<file path="src/rtl/ngmf_pkg.sv">
// ngmf_pkg: shared types, widths and register codes of the noise gated matched filter
// used by every module under rtl, no dependencies of its own
package ngmf_pkg;

   // filter geometry
   localparam int TAP_COUNT = 10;
   localparam int SAMPLE_W = 16;
   localparam int TAP_W = 8;
   localparam int THRESH_W = 15;
   localparam int HALF_W = 40;
   localparam int TAPS_W = TAP_COUNT * TAP_W;
   localparam int PROD_W = SAMPLE_W + TAP_W;
   localparam int ACC_W = PROD_W + $clog2(TAP_COUNT);
   localparam int FILL_W = $clog2(TAP_COUNT + 1);
   localparam int IDX_W = $clog2(TAP_COUNT);
   localparam int MAG_W = SAMPLE_W + 1;

   // queue between front and back
   localparam int QUEUE_DEPTH = 4;
   localparam int QPTR_W = $clog2(QUEUE_DEPTH);
   localparam int QCNT_W = $clog2(QUEUE_DEPTH + 1);

   // configuration register indexes
   localparam int CSR_IDX_W = 2;
   localparam logic [CSR_IDX_W-1:0] CSR_THRESHOLD = 2'd0;
   localparam logic [CSR_IDX_W-1:0] CSR_TAPS_LO = 2'd1;
   localparam logic [CSR_IDX_W-1:0] CSR_TAPS_HI = 2'd2;

   // reset values
   localparam logic [THRESH_W-1:0] THRESH_RESET = 15'd1000;
   localparam logic [HALF_W-1:0] TAPS_HALF_RESET = 40'h0101010101;

   // output saturation limits
   localparam logic signed [SAMPLE_W-1:0] SAT_MAX = 16'sh7FFF;
   localparam logic signed [SAMPLE_W-1:0] SAT_MIN = -16'sh8000;

   // classified item handed from front to back
   typedef struct packed {
      logic signed [SAMPLE_W-1:0] sample_i;
      logic frame_start;
      logic pass;
   } ngmf_item_type;

endpackage

</file>
<file path="src/rtl/ngmf_front.sv">
// ngmf_front: accepts samples, applies the noise gate and drops items that leave no trace
// depends on ngmf_pkg
module ngmf_front (
   input  logic clock,
   input  logic reset,
   input  logic req_tvalid,
   output logic req_tready,
   input  logic [31:0] req_tdata,   // sample_i [15:0], sample_q [31:16]
   input  logic req_tuser,          // frame_start
   input  logic [ngmf_pkg::THRESH_W-1:0] threshold,
   output logic push_valid,
   output ngmf_pkg::ngmf_item_type push_item,
   input  logic queue_full
);
   import ngmf_pkg::*;

   logic signed [SAMPLE_W-1:0] si;
   logic signed [SAMPLE_W-1:0] sq;
   logic [MAG_W-1:0] mag_i;
   logic [MAG_W-1:0] mag_q;
   logic pass;
   logic take;
   logic keep;
   logic item_valid_ff;
   logic item_valid_in;
   ngmf_item_type item_ff;
   ngmf_item_type item_in;

   // magnitude on 17 bits so full-scale negative gives 32768
   always_comb begin
      si = req_tdata[15:0];
      sq = req_tdata[31:16];
      mag_i = si[SAMPLE_W-1] ? MAG_W'(-MAG_W'(si)) : MAG_W'(si);
      mag_q = sq[SAMPLE_W-1] ? MAG_W'(-MAG_W'(sq)) : MAG_W'(sq);
      pass = (mag_i > MAG_W'(threshold)) || (mag_q > MAG_W'(threshold));
   end

   // one holding stage toward the queue
   assign req_tready = !item_valid_ff || !queue_full;
   assign take = req_tvalid && req_tready;
   assign keep = pass || req_tuser;
   assign push_valid = item_valid_ff;
   assign push_item = item_ff;

   always_comb begin
      item_valid_in = item_valid_ff;
      item_in = item_ff;
      if (item_valid_ff && !queue_full) begin
         item_valid_in = 1'b0;
      end
      if (take && keep) begin
         item_valid_in = 1'b1;
         item_in.sample_i = si;
         item_in.frame_start = req_tuser;
         item_in.pass = pass;
      end
   end

   always_ff @(posedge clock) begin
      if (reset) begin
         item_valid_ff <= 1'b0;
      end else begin
         item_valid_ff <= item_valid_in;
      end
      item_ff <= item_in;
   end

endmodule

</file>
<file path="src/rtl/ngmf_queue.sv">
// ngmf_queue: short first-in first-out queue of classified items between front and back
// depends on ngmf_pkg
module ngmf_queue (
   input  logic clock,
   input  logic reset,
   input  logic push,
   input  ngmf_pkg::ngmf_item_type push_item,
   output logic full,
   input  logic pop,
   output logic not_empty,
   output ngmf_pkg::ngmf_item_type pop_item
);
   import ngmf_pkg::*;

   ngmf_item_type entry_ff [QUEUE_DEPTH];
   logic [QPTR_W-1:0] wr_ptr_ff;
   logic [QPTR_W-1:0] wr_ptr_in;
   logic [QPTR_W-1:0] rd_ptr_ff;
   logic [QPTR_W-1:0] rd_ptr_in;
   logic [QCNT_W-1:0] count_ff;
   logic [QCNT_W-1:0] count_in;
   logic do_push;
   logic do_pop;

   assign full = (count_ff == QCNT_W'(QUEUE_DEPTH));
   assign not_empty = (count_ff != '0);
   assign pop_item = entry_ff[rd_ptr_ff];
   assign do_push = push && !full;
   assign do_pop = pop && not_empty;

   // pointer and count update
   always_comb begin
      wr_ptr_in = do_push ? QPTR_W'(wr_ptr_ff + 1'b1) : wr_ptr_ff;
      rd_ptr_in = do_pop ? QPTR_W'(rd_ptr_ff + 1'b1) : rd_ptr_ff;
      count_in = count_ff;
      if (do_push && !do_pop) begin
         count_in = QCNT_W'(count_ff + 1'b1);
      end else if (do_pop && !do_push) begin
         count_in = QCNT_W'(count_ff - 1'b1);
      end
   end

   always_ff @(posedge clock) begin
      if (reset) begin
         wr_ptr_ff <= '0;
         rd_ptr_ff <= '0;
         count_ff <= '0;
      end else begin
         wr_ptr_ff <= wr_ptr_in;
         rd_ptr_ff <= rd_ptr_in;
         count_ff <= count_in;
      end
   end

   // entry storage
   always_ff @(posedge clock) begin
      if (do_push) begin
         entry_ff[wr_ptr_ff] <= push_item;
      end
   end

endmodule

</file>
<file path="src/rtl/ngmf_back.sv">
// ngmf_back: sample window, shared multiply-accumulate sequencer, saturation and result register
// depends on ngmf_pkg
module ngmf_back (
   input  logic clock,
   input  logic reset,
   input  logic queue_not_empty,
   input  ngmf_pkg::ngmf_item_type queue_item,
   output logic queue_pop,
   input  logic [ngmf_pkg::TAPS_W-1:0] taps,
   output logic rsp_tvalid,
   input  logic rsp_tready,
   output logic [15:0] rsp_tdata,   // filtered_value
   output logic rsp_tuser           // clipped
);
   import ngmf_pkg::*;

   localparam logic [1:0] ST_IDLE = 2'd0;
   localparam logic [1:0] ST_MAC = 2'd1;
   localparam logic [1:0] ST_DONE = 2'd2;
   localparam logic signed [ACC_W-1:0] ACC_MAX = ACC_W'(SAT_MAX);
   localparam logic signed [ACC_W-1:0] ACC_MIN = ACC_W'(SAT_MIN);

   logic [1:0] state_ff;
   logic [1:0] state_in;
   logic [FILL_W-1:0] fill_ff;
   logic [FILL_W-1:0] fill_in;
   logic [FILL_W-1:0] fill_base;
   logic [FILL_W-1:0] cnt_ff;
   logic [FILL_W-1:0] cnt_in;
   logic [IDX_W-1:0] idx;
   logic signed [SAMPLE_W-1:0] window_ff [TAP_COUNT];
   logic shift;
   logic signed [SAMPLE_W-1:0] win_sel;
   logic signed [TAP_W-1:0] tap_sel;
   logic signed [PROD_W-1:0] prod_ff;
   logic signed [PROD_W-1:0] prod_in;
   logic signed [ACC_W-1:0] acc_ff;
   logic signed [ACC_W-1:0] acc_in;
   logic out_valid_ff;
   logic out_valid_in;
   logic signed [SAMPLE_W-1:0] out_value_ff;
   logic signed [SAMPLE_W-1:0] out_value_in;
   logic out_clip_ff;
   logic out_clip_in;
   logic out_free;

   assign rsp_tvalid = out_valid_ff;
   assign rsp_tdata = out_value_ff;
   assign rsp_tuser = out_clip_ff;
   assign out_free = !out_valid_ff || rsp_tready;

   // operand select for the shared multiplier, oldest sample first
   always_comb begin
      idx = (cnt_ff < FILL_W'(TAP_COUNT)) ? cnt_ff[IDX_W-1:0] : '0;
      win_sel = window_ff[idx];
      tap_sel = taps[idx*TAP_W +: TAP_W];
      prod_in = PROD_W'(win_sel) * PROD_W'(tap_sel);
   end

   // sequencer
   always_comb begin
      state_in = state_ff;
      fill_in = fill_ff;
      cnt_in = cnt_ff;
      acc_in = acc_ff;
      queue_pop = 1'b0;
      shift = 1'b0;
      fill_base = queue_item.frame_start ? '0 : fill_ff;
      out_valid_in = out_valid_ff && !rsp_tready;
      out_value_in = out_value_ff;
      out_clip_in = out_clip_ff;
      unique case (state_ff)
         ST_IDLE: begin
            if (queue_not_empty) begin
               queue_pop = 1'b1;
               fill_in = fill_base;
               if (queue_item.pass) begin
                  shift = 1'b1;
                  if (fill_base != FILL_W'(TAP_COUNT)) begin
                     fill_in = FILL_W'(fill_base + 1'b1);
                  end
                  if (fill_in == FILL_W'(TAP_COUNT)) begin
                     state_in = ST_MAC;
                     cnt_in = '0;
                  end
               end
            end
         end
         ST_MAC: begin
            // product of the previous step is registered in prod_ff before it joins the sum
            acc_in = (cnt_ff == '0) ? '0 : ACC_W'(acc_ff + ACC_W'(prod_ff));
            cnt_in = FILL_W'(cnt_ff + 1'b1);
            if (cnt_ff == FILL_W'(TAP_COUNT)) begin
               state_in = ST_DONE;
            end
         end
         ST_DONE: begin
            if (out_free) begin
               out_valid_in = 1'b1;
               if (acc_ff > ACC_MAX) begin
                  out_value_in = SAT_MAX;
                  out_clip_in = 1'b1;
               end else if (acc_ff < ACC_MIN) begin
                  out_value_in = SAT_MIN;
                  out_clip_in = 1'b1;
               end else begin
                  out_value_in = acc_ff[SAMPLE_W-1:0];
                  out_clip_in = 1'b0;
               end
               state_in = ST_IDLE;
            end
         end
         default: begin
            state_in = ST_IDLE;
         end
      endcase
   end

   always_ff @(posedge clock) begin
      if (reset) begin
         state_ff <= ST_IDLE;
         fill_ff <= '0;
         cnt_ff <= '0;
         out_valid_ff <= 1'b0;
      end else begin
         state_ff <= state_in;
         fill_ff <= fill_in;
         cnt_ff <= cnt_in;
         out_valid_ff <= out_valid_in;
      end
      prod_ff <= prod_in;
      acc_ff <= acc_in;
      out_value_ff <= out_value_in;
      out_clip_ff <= out_clip_in;
   end

   // window shift line, newest sample at the top
   always_ff @(posedge clock) begin
      if (shift) begin
         for (int k = 0; k < TAP_COUNT - 1; k++) begin
            window_ff[k] <= window_ff[k+1];
         end
         window_ff[TAP_COUNT-1] <= queue_item.sample_i;
      end
   end

`ifndef SYNTH
   a_fill_bound: assert property (@(posedge clock) disable iff (reset)
      fill_ff <= FILL_W'(TAP_COUNT))
      else $error("window fill beyond tap count");
   a_busy_full: assert property (@(posedge clock) disable iff (reset)
      (state_ff == ST_MAC || state_ff == ST_DONE) |-> fill_ff == FILL_W'(TAP_COUNT))
      else $error("sum running on a window that is not full");
   a_no_pop_busy: assert property (@(posedge clock) disable iff (reset)
      queue_pop |-> state_ff == ST_IDLE)
      else $error("queue popped while a sum is in progress");
   a_result_after_mac: assert property (@(posedge clock) disable iff (reset)
      $rose(out_valid_ff) |-> $past(state_ff) == ST_DONE)
      else $error("result shown without a finished sum");
`endif

endmodule

</file>
<file path="src/rtl/noise_gated_matched_filter.sv">
// noise_gated_matched_filter: top level with configuration registers, front, queue and back
// depends on ngmf_pkg, ngmf_front, ngmf_queue, ngmf_back
//
// The front takes a sample while its holding stage is empty or the queue is not full; it
// compares |I| and |Q| against the threshold and drops rejected samples that carry no frame
// start. Kept items wait in a four-entry queue. The back shifts the I value of each passing
// item into a ten-sample window and, once the window is full, runs ten multiply-accumulates
// on one shared 16x8 multiplier, oldest sample against tap 0, then saturates. The back pops
// no item while a sum is running, so this sequencer sets the sustained rate. Items that give
// no result are popped without starting a sum. The result stays in its output register
// while the next items are already accepted.
module noise_gated_matched_filter (
   input  logic clock,
   input  logic reset,
   input  logic req_tvalid,
   output logic req_tready,
   input  logic [31:0] req_tdata,   // sample_i [15:0], sample_q [31:16]
   input  logic req_tuser,          // frame_start
   output logic rsp_tvalid,
   input  logic rsp_tready,
   output logic [15:0] rsp_tdata,   // filtered_value
   output logic rsp_tuser,          // clipped
   input  logic csr_we,
   input  logic [ngmf_pkg::CSR_IDX_W-1:0] csr_index,
   input  logic [ngmf_pkg::HALF_W-1:0] csr_wdata
);
   import ngmf_pkg::*;

   logic [THRESH_W-1:0] threshold_ff;
   logic [HALF_W-1:0] taps_lo_ff;
   logic [HALF_W-1:0] taps_hi_ff;
   logic [2*HALF_W-1:0] taps_all;
   logic push_valid;
   ngmf_item_type push_item;
   logic queue_full;
   logic queue_pop;
   logic queue_not_empty;
   ngmf_item_type queue_item;

   // configuration registers, indexes beyond the list are ignored
   always_ff @(posedge clock) begin
      if (reset) begin
         threshold_ff <= THRESH_RESET;
         taps_lo_ff <= TAPS_HALF_RESET;
         taps_hi_ff <= TAPS_HALF_RESET;
      end else if (csr_we) begin
         unique case (csr_index)
            CSR_THRESHOLD: threshold_ff <= csr_wdata[THRESH_W-1:0];
            CSR_TAPS_LO: taps_lo_ff <= csr_wdata;
            CSR_TAPS_HI: taps_hi_ff <= csr_wdata;
            default: begin
            end
         endcase
      end
   end

   assign taps_all = {taps_hi_ff, taps_lo_ff};

   ngmf_front u_front (
      .clock(clock),
      .reset(reset),
      .req_tvalid(req_tvalid),
      .req_tready(req_tready),
      .req_tdata(req_tdata),
      .req_tuser(req_tuser),
      .threshold(threshold_ff),
      .push_valid(push_valid),
      .push_item(push_item),
      .queue_full(queue_full)
   );

   ngmf_queue u_queue (
      .clock(clock),
      .reset(reset),
      .push(push_valid),
      .push_item(push_item),
      .full(queue_full),
      .pop(queue_pop),
      .not_empty(queue_not_empty),
      .pop_item(queue_item)
   );

   ngmf_back u_back (
      .clock(clock),
      .reset(reset),
      .queue_not_empty(queue_not_empty),
      .queue_item(queue_item),
      .queue_pop(queue_pop),
      .taps(taps_all[TAPS_W-1:0]),
      .rsp_tvalid(rsp_tvalid),
      .rsp_tready(rsp_tready),
      .rsp_tdata(rsp_tdata),
      .rsp_tuser(rsp_tuser)
   );

endmodule
</file>
<file path="config.mk">
export PLATFORM = sky130hd
export DESIGN_NAME = noise_gated_matched_filter
export DESIGN_NICKNAME = d
export VERILOG_FILES = /design/src/rtl/ngmf_pkg.sv /design/src/rtl/ngmf_front.sv /design/src/rtl/ngmf_queue.sv /design/src/rtl/ngmf_back.sv /design/src/rtl/noise_gated_matched_filter.sv
export SDC_FILE = /design/constraint.sdc
export NUM_CORES = 1
export LEC_CHECK = 0
export BUFFER_PORTS_ARGS = -buffer_cell sky130_fd_sc_hd__buf_2
export CORE_AREA = 2 2 197 199
export CTS_CLUSTER_DIAMETER = 50
export DETAILED_ROUTE_END_ITERATION = 10
export DIE_AREA = 0 0 199 201
export GPL_ROUTABILITY_DRIVEN = 0
export GPL_TIMING_DRIVEN = 0
export HOLD_SLACK_MARGIN = 0.02
export PLACE_DENSITY = 0.79
export SYNTH_ARGS = -nofsm -noshare
export SYNTH_HDL_FRONTEND = slang
export SYNTH_SLANG_ARGS = --single-unit
</file>
<file path="constraint.sdc">
create_clock -name clock -period 8.9 [get_ports clock]
set_input_delay 0.89 -clock clock [delete_from_list [all_inputs] [get_ports clock]]
set_output_delay 0.89 -clock clock [all_outputs]
set_load 0.005 [all_outputs]
</file>
# Word-level counts from Yosys, hierarchy flattened
# Memories as Yosys holds them, arrays and structs flattened. A register that Yosys moved wholly into a read port is not among the register bits.
# Index checks and enable logic that the tools add are counted.
[totals]
output_inout_bits = 19
in_bits = 80
ram_bits = 232
elab_cells = 118
ff_bits = 201
mem_count = 2
[mem_list]
columns = ["name", "words", "width", "rd", "rd_clocked_by_memory_dff", "wr", "line", "source"]
rows = [
  ["u_back.window_ff", 10, 16, 10, 0, 10, "ngmf_back.sv:31", "logic signed [SAMPLE_W-1:0] window_ff [TAP_COUNT];"],
  ["u_queue.entry_ff", 4, 18, 1, 1, 1, "ngmf_queue.sv:15", "ngmf_item_type entry_ff [QUEUE_DEPTH];"],
]
[classes]
n_reduce_logical = 31
multipliers = 1
magnitude_cmp = 5
shifts = 1
n_eq_ne = 13
mux = 38
n_addsub = 9
[op_table]
columns = ["operator", "n"]
rows = [
  ["80-bit by 8-bit variable part select with 8-bit output", 1],
  ["4-bit two-way mux", 10],
  ["17-bit by 15-bit greater-than comparator with 1-bit output", 2],
  ["17-bit two-way mux", 2],
  ["16-bit negation with 17-bit output", 2],
  ["28-bit by 24-bit adder with 28-bit output", 1],
  ["28-bit by 16-bit greater-than comparator with 1-bit output, second input constant", 1],
  ["28-bit by 16-bit < comparator with 1-bit output, second input constant", 1],
  ["16-bit by 8-bit multiplier with 24-bit output", 1],
  ["16-bit two-way mux", 1],
  ["1-bit two-way mux", 14],
  ["2-bit two-way mux", 7],
  ["2-bit AND reduction", 5],
  ["4-bit by 1-bit adder with 4-bit output, second input constant", 2],
  ["4-bit equality test, second input constant", 2],
  ["4-bit one-hot mux with 2 select lines", 1],
  ["1-bit logical AND", 7],
  ["1-bit logical NOT", 6],
  ["3-bit two-way mux", 2],
  ["2-bit by 1-bit inequality test with 1-bit output, second input constant", 3],
  ["2-bit one-hot mux with 3 select lines", 1],
  ["2-bit nonzero test", 3],
  ["5-bit AND reduction", 1],
  ["2-bit by 1-bit adder with 2-bit output, second input constant", 2],
  ["13 further kinds", 20],
]

# Logic depth before layout (Yosys ltp)
[logic_depth]
word_depth = 11
ltp_mapped = 29
depth_no_buf = 25

# Modules after synthesis
# From an unflattened synthesis, not the netlist that was laid out.
[unflattened]
hier_cells = 2138
area_unflattened_um2 = 24557.3
[by_module_without_submodules]
columns = ["mod", "n_inst", "seq_area_each_um2", "cells_per_inst", "area_each_um2"]
rows = [
  ["ngmf_back", 1, 6856.6, 1425, 15652.5],
  ["noise_gated_matched_filter", 1, 1901.8, 361, 3857.4],
  ["ngmf_queue", 1, 2342.2, 142, 3080.5],
  ["ngmf_front", 1, 560.5, 210, 1966.9],
]

# Least setup slack after synthesis
# Ideal clock, no wire load.
[synth_path]
path_kind = "register to register"
start = "register u_back.state_ff[1]"
end = "register u_back.fill_ff[0]"
stages_incl_launch_ff = 7
required_time_ns = 8.817
t_arrival_ns = 6.182
setup_ns = 0.083
synth_period_minus_slack_ns = 6.265
path_buffers = 2
setup_slack_ns = 2.635
path_cell_list = "dfxtp_1 > clkbuf_1 > nor3_1 > and2_1 > clkbuf_1 > o21ai_0 > a21oi_1"
[synth_via]
elab_chain_len = 2
[synth_lines]
columns = ["item", "line", "source"]
rows = [
  ["start: declaration", "ngmf_back.sv:23", "logic [1:0] state_ff;"],
  ["start signal: assignment", "ngmf_back.sv:126", "state_ff <= state_in;"],
  ["2-bit logical NOT", "ngmf_back.sv:72", "unique case (state_ff)"],
  ["2-bit AND reduction (no source line)", "n/a", ""],
  ["end signal: assignment", "ngmf_back.sv:127", "fill_ff <= fill_in;"],
  ["end: declaration", "ngmf_back.sv:25", "logic [FILL_W-1:0] fill_ff;"],
]
# Every way passes these cells.
# A chain may end at the register's enable or synchronous reset.

# Worst setup path in the final report
[layout_path]
start = "register u_back.cnt_ff[3]"
end = "register u_back.prod_ff[21]"
[layout_via]
elab_chain_len = 4
elab_cells_between_ends = 5
classes_between = "mul: 1; order compare: 1; shift: 1; mux: 1; memory: 1"
[layout_lines]
columns = ["item", "line", "source"]
rows = [
  ["start: declaration", "ngmf_back.sv:28", "logic [FILL_W-1:0] cnt_ff;"],
  ["start signal: assignment", "ngmf_back.sv:128", "cnt_ff <= cnt_in;"],
  ["4-bit < comparator", "ngmf_back.sv:54", "idx = (cnt_ff < FILL_W'(TAP_COUNT)) ? cnt_ff[IDX_W-1:0] : '0;"],
  ["4-bit two-way mux *", "ngmf_back.sv:54", ""],
  ["80-bit by 8-bit variable part select with 8-bit output or memory 10 x 16 bit (tied branches)", "n/a", ""],
  ["16-bit by 8-bit multiplier with 24-bit output *", "ngmf_back.sv:57", "prod_in = PROD_W'(win_sel) * PROD_W'(tap_sel);"],
  ["via u_back.prod_in[21]", "ngmf_back.sv:36", "logic signed [PROD_W-1:0] prod_in;"],
  ["end signal: assignment", "ngmf_back.sv:131", "prod_ff <= prod_in;"],
  ["end: declaration", "ngmf_back.sv:35", "logic signed [PROD_W-1:0] prod_ff;"],
]
# The timed path passes the listed nets; every way through them passes the cells marked *.

==> flow_summary.yaml <==
routing:
  num_vias: 16775
  drt_wl_total_um: 56440
  route.detailed.drc: 0
  vias_per_cell: 6.054
  final_antenna_net_count: 0
  dr.pass1.iters: 7
  wl_per_cell_um: 20.37
  drt_iter0_drc: 1712
synthesis:
  synth-simple-area-share_pct: 11.87
  synth.cell_area_mm2: 0.02359
  synth_cell_types: 71
  async_flop_share_pct: 0
  yosysSeqAreaShare_pct: 49.43
  synth-xor-area-share_pct: 2.747
  synth-adder-area-share_pct: 14.96
  synth_top_family_by_area: "adder cells"
  synth_flop_cell: "edfxtp_1"
  synth_compound_area_share_pct: 11.05
  postSynthAreaPerCell_um2: 11.42
  ys_ff_latch: 435
  synthMuxAreaShare_pct: 5.208
  yosys_warnings: 0
  synth-edff-count: 295
  synthCells: 2066
  synth_nets: 2365
power_and_ir_drop:
  seq_power_share_pct: 42.8
  p_int_mw: 4.893
  switchingPower_mw: 2.371
  pwr-share-comb_pct: 29.8
  ir_drop_v: 0.0001917
  p_leak_nw: 10.19
  p_clk_share_pct: 27.5
  sw_frac_of_total_pct: 32.64
  finalPower_mw: 7.264
  power_density_mw_per_mm2: 275.0
cts:
  post_cts_resized: 0
  cts_tree: "done"
  cts_buffers: 47
  cts.sinks: 435
  cts_hold_buf: 0
  postCtsSetupBuffers: 0
  clkTransAtPathRegs_ns: 0.06
  worstSkewPairLatency_ns: 0.59
  cts_htree_levels: 2
  clk_path_buf_depth: 3
  cts_root_buffer: "clkbuf_16"
die:
  core_area_mm2: 0.03811
  io_pins: 99
  die_w_um: 199
  die-area_mm2: 0.04000
  placementRows: 72
  die_height_um: 201
  initial_utilization_pct: 61.91
timing:
  clock_skew_ns: 0.01921
  rsz0062_at_grt: "no"
  final.period_utilization_pct: 90.21
  hold_slack_ns: 0.4389
  period_needed_ns: 8.028
  slew_violations: 0
  fmax_mhz: 124.6
  setup_viol: 0
  setup_tns_ns: 0
  maxSlewHeadroom_pct: 10.77
  finalHoldViolations: 0
  worstMarginPinSlew_ns: 1.327
hold_path:
  hold_path_class: "reg -> reg"
final_layout:
  final_cells: 2771
  fillers: 2701
  antennaDiodeCount: 0
  nets: 2515
  drive_above_1_share_pct: 11.81
  synthToLayoutAreaGrowth_pct: 11.95
worst_setup_path:
  rr_endpoint: "u_back.prod_ff[21]$_DFF_P_"
  critPathMaxStageDelay_ns: 0.75
  worst_r2r_startpoint: "u_back.cnt_ff[3]$_SDFFE_PP0P_"
  crit_required_ns: 9.41
  critPathArrivalTime_ns: 8.53
  critical_path.most_common_cell: "fa_1"
  cp-startpoint: "u_back.cnt_ff[3]$_SDFFE_PP0P_"
  cp-endpoint: "u_back.prod_ff[21]$_DFF_P_"
  critPathCaptureType: "register"
  crit_path_start_kind: "register"
  path_cells: "buf_2 -> nand2b_1 -> clkbuf_1 -> clkbuf_1 -> a21oi_1 -> a21oi_1 -> clkbuf_1 -> nand2_1 -> fa_1 -> fa_1 -> inv_1 -> fa_1 -> inv_1 -> fa_1 -> inv_1 -> ha_1 -> nand2_1 -> o21ai_0 -> o221ai_1 -> o31ai_1 -> a221oi_1 -> a21oi_1 -> xor2_1"
  crit_slowest_cell: "a21oi_1"
  reg2reg_slack_ns: 0.87
  rr_worst_depth: 23
  cp_max_fo: 10
  worstSetupPathType: "reg -> reg"
status:
  status: "completed"
grt:
  grt_pass1_wl_um: 90240
  antenna_found_initial: 0
  grt_pass1_vias: 17077
  gr-total-overflow: 0
  grt_max_degree: 65
  grt_usage_pct: 29.10
flow_run:
  drv_cap: 0
place:
  dpl.cell_count: 2685
  dp_hpwl_um: 40610
  io_buffers: 97
[kinds of logic (layout without fill, tap and decap cells)]
| group | Yosys count | count (layout) |
|---|---|---|
| simple gates | 584 | 584 |
| flops | 435 | 435 |
| compound gates | 403 | 403 |
| buf+inv | 281 | 468 |
| xor+xnor | 74 | 74 |
| fa+ha+maj | 219 | 219 |
| mux | 70 | 70 |
[cells in the final DEF (no fill, tap or decap), types with 7 or more instances in the layout]
cell type	netlist	layout
xnor2_1	48	48
clkbuf_1	52	64
a21oi_1	170	170
or3_1	11	11
mux4_2	42	42
inv_1	185	185
xor2_1	26	26
nor3_1	12	12
a31oi_1	7	7
nor2_1	105	105
nand4_1	13	13
nand2b_1	25	25
and2_1	55	55
mux2i_1	26	26
buf_1	15	15
buf_2	23	120
o21ai_0	42	42
fa_1	105	105
dfxtp_1	140	140
o21a_1	24	24
clkbuf_16	0	49
edfxtp_1	295	295
a221oi_1	45	45
nand3b_1	13	13
nand2_1	251	251
a211o_1	7	7
nor2b_1	56	53
nand3_1	12	12
o31ai_1	12	12
a21o_1	22	22
a211oi_1	30	30
ha_1	114	114
[worst min path at each step]
stage                                      start                                 to  slack, ns  cells past startpoint
2_1_floorplan   u_back.window_ff[7][0]$_DFFE_PP_   u_back.window_ff[6][0]$_DFFE_PP_       0.42                      0
3_3_place_gp    u_back.window_ff[1][5]$_DFFE_PP_   u_back.window_ff[0][5]$_DFFE_PP_       0.42                      0
3_5_place_dp   u_back.window_ff[5][15]$_DFFE_PP_  u_back.window_ff[4][15]$_DFFE_PP_       0.43                      0
4_1_cts         u_back.window_ff[1][6]$_DFFE_PP_   u_back.window_ff[0][6]$_DFFE_PP_       0.44                      0
5_1_grt         u_back.window_ff[6][2]$_DFFE_PP_   u_back.window_ff[5][2]$_DFFE_PP_       0.45                      0
6_report        u_back.window_ff[1][6]$_DFFE_PP_   u_back.window_ff[0][6]$_DFFE_PP_       0.44                      0
[sequential cells by signal, indices dropped and copies added, names as in the netlist, named ones only]
register,cells
u_back.window_ff,160
u_queue.entry_ff,72
taps_hi_ff,40
taps_lo_ff,40
u_back.acc_ff,28
u_back.prod_ff,24
u_front.push_item,18
u_back.rsp_tdata,16
threshold_ff,15
u_back.cnt_ff,4
u_back.fill_ff,4
u_queue.count_ff,3
u_back.state_ff,2
u_queue.rd_ptr_ff,2
u_queue.wr_ptr_ff,2
u_back.rsp_tuser,1
u_back.rsp_tvalid,1
u_front.push_valid,1
[Yosys cell counts (all sizes together) (13+ instances only)]
master	number	area [um2]
edfxtp	295	8859
nand2	251	942.2
inv	185	694.4
a21oi	171	859.6
dfxtp	140	2803
ha	114	1426
fa	105	2102
nor2	105	394.1
nor2b	57	364.1
and2	55	344.1
clkbuf	52	195.2
o21ai	48	259.0
xnor2	48	420.4
a221oi	45	394.1
buf	44	227.7
mux4	42	945.9
a211oi	30	225.2
mux2i	26	260.3
xor2	26	227.7
nand2b	25	156.4
o21a	24	180.2
a21o	23	173.9
o31ai	14	123.9
nand3b	13	97.59
nand4	13	81.33
[through the flow]
| stage | utilization [%] | setup slack [ns] | instance area, um2 |
|---|---|---|---|
| 3_5_place_dp | 65.14 | 1.198 | 24820 |
| 6_report | 69.31 | 0.8717 | 26410 |
| 2_1_floorplan | - | 2.635 | 23590 |
| 4_1_cts | 69.30 | 1.100 | 26410 |
| 3_3_place_gp | 64.88 | 0.9707 | 24730 |
| 5_1_grt | 69.31 | 0.5821 | 26410 |
[power groups by stage]
stage	Clock (mW)	Combinational (mW)	Sequential [mW]
finish	1.99	2.16	3.11
global route	2.09	2.42	3.15
CTS	2.01	2.15	3.10
detailed placement	0	2.12	3.13
global placement	0	1.99	3.18
floorplan	0	1.62	3.08
[worst max-delay path, delay by kind of cell (launching register included)]
kind / cells / cell delay, ns
flops: 1 / 0.30
fa+ha+maj: 5 / 2.45
buf+inv: 7 / 1.89
simple gates: 3 / 0.39
xor+xnor: 1 / 0.15
compound gates: 7 / 2.76
[per-layer routing]
| metal | routed length (um) | GRT usage [%] |
|---|---|---|
| met1 | 22580 | 39.69 |
| met2 | 26670 | 46.69 |
| met3 | 5114 | 5.376 |
| met4 | 2077 | 11.14 |
| met5 | 0 | 0 |
[final cells by class]
class	instances	area (um2)	area share, %
timing repair buffer	101	568.0	2.151
inverter	185	694.4	2.629
multi-input combinational	1350	10830	40.99
sequential	435	11660	44.15
tap	518	648.1	2.454
buffer	96	426.7	1.616
clock buffer	67	1344	5.088
clock inverter	19	242.7	0.9191
No activity file was read; power rests on OpenSTA's default activity.
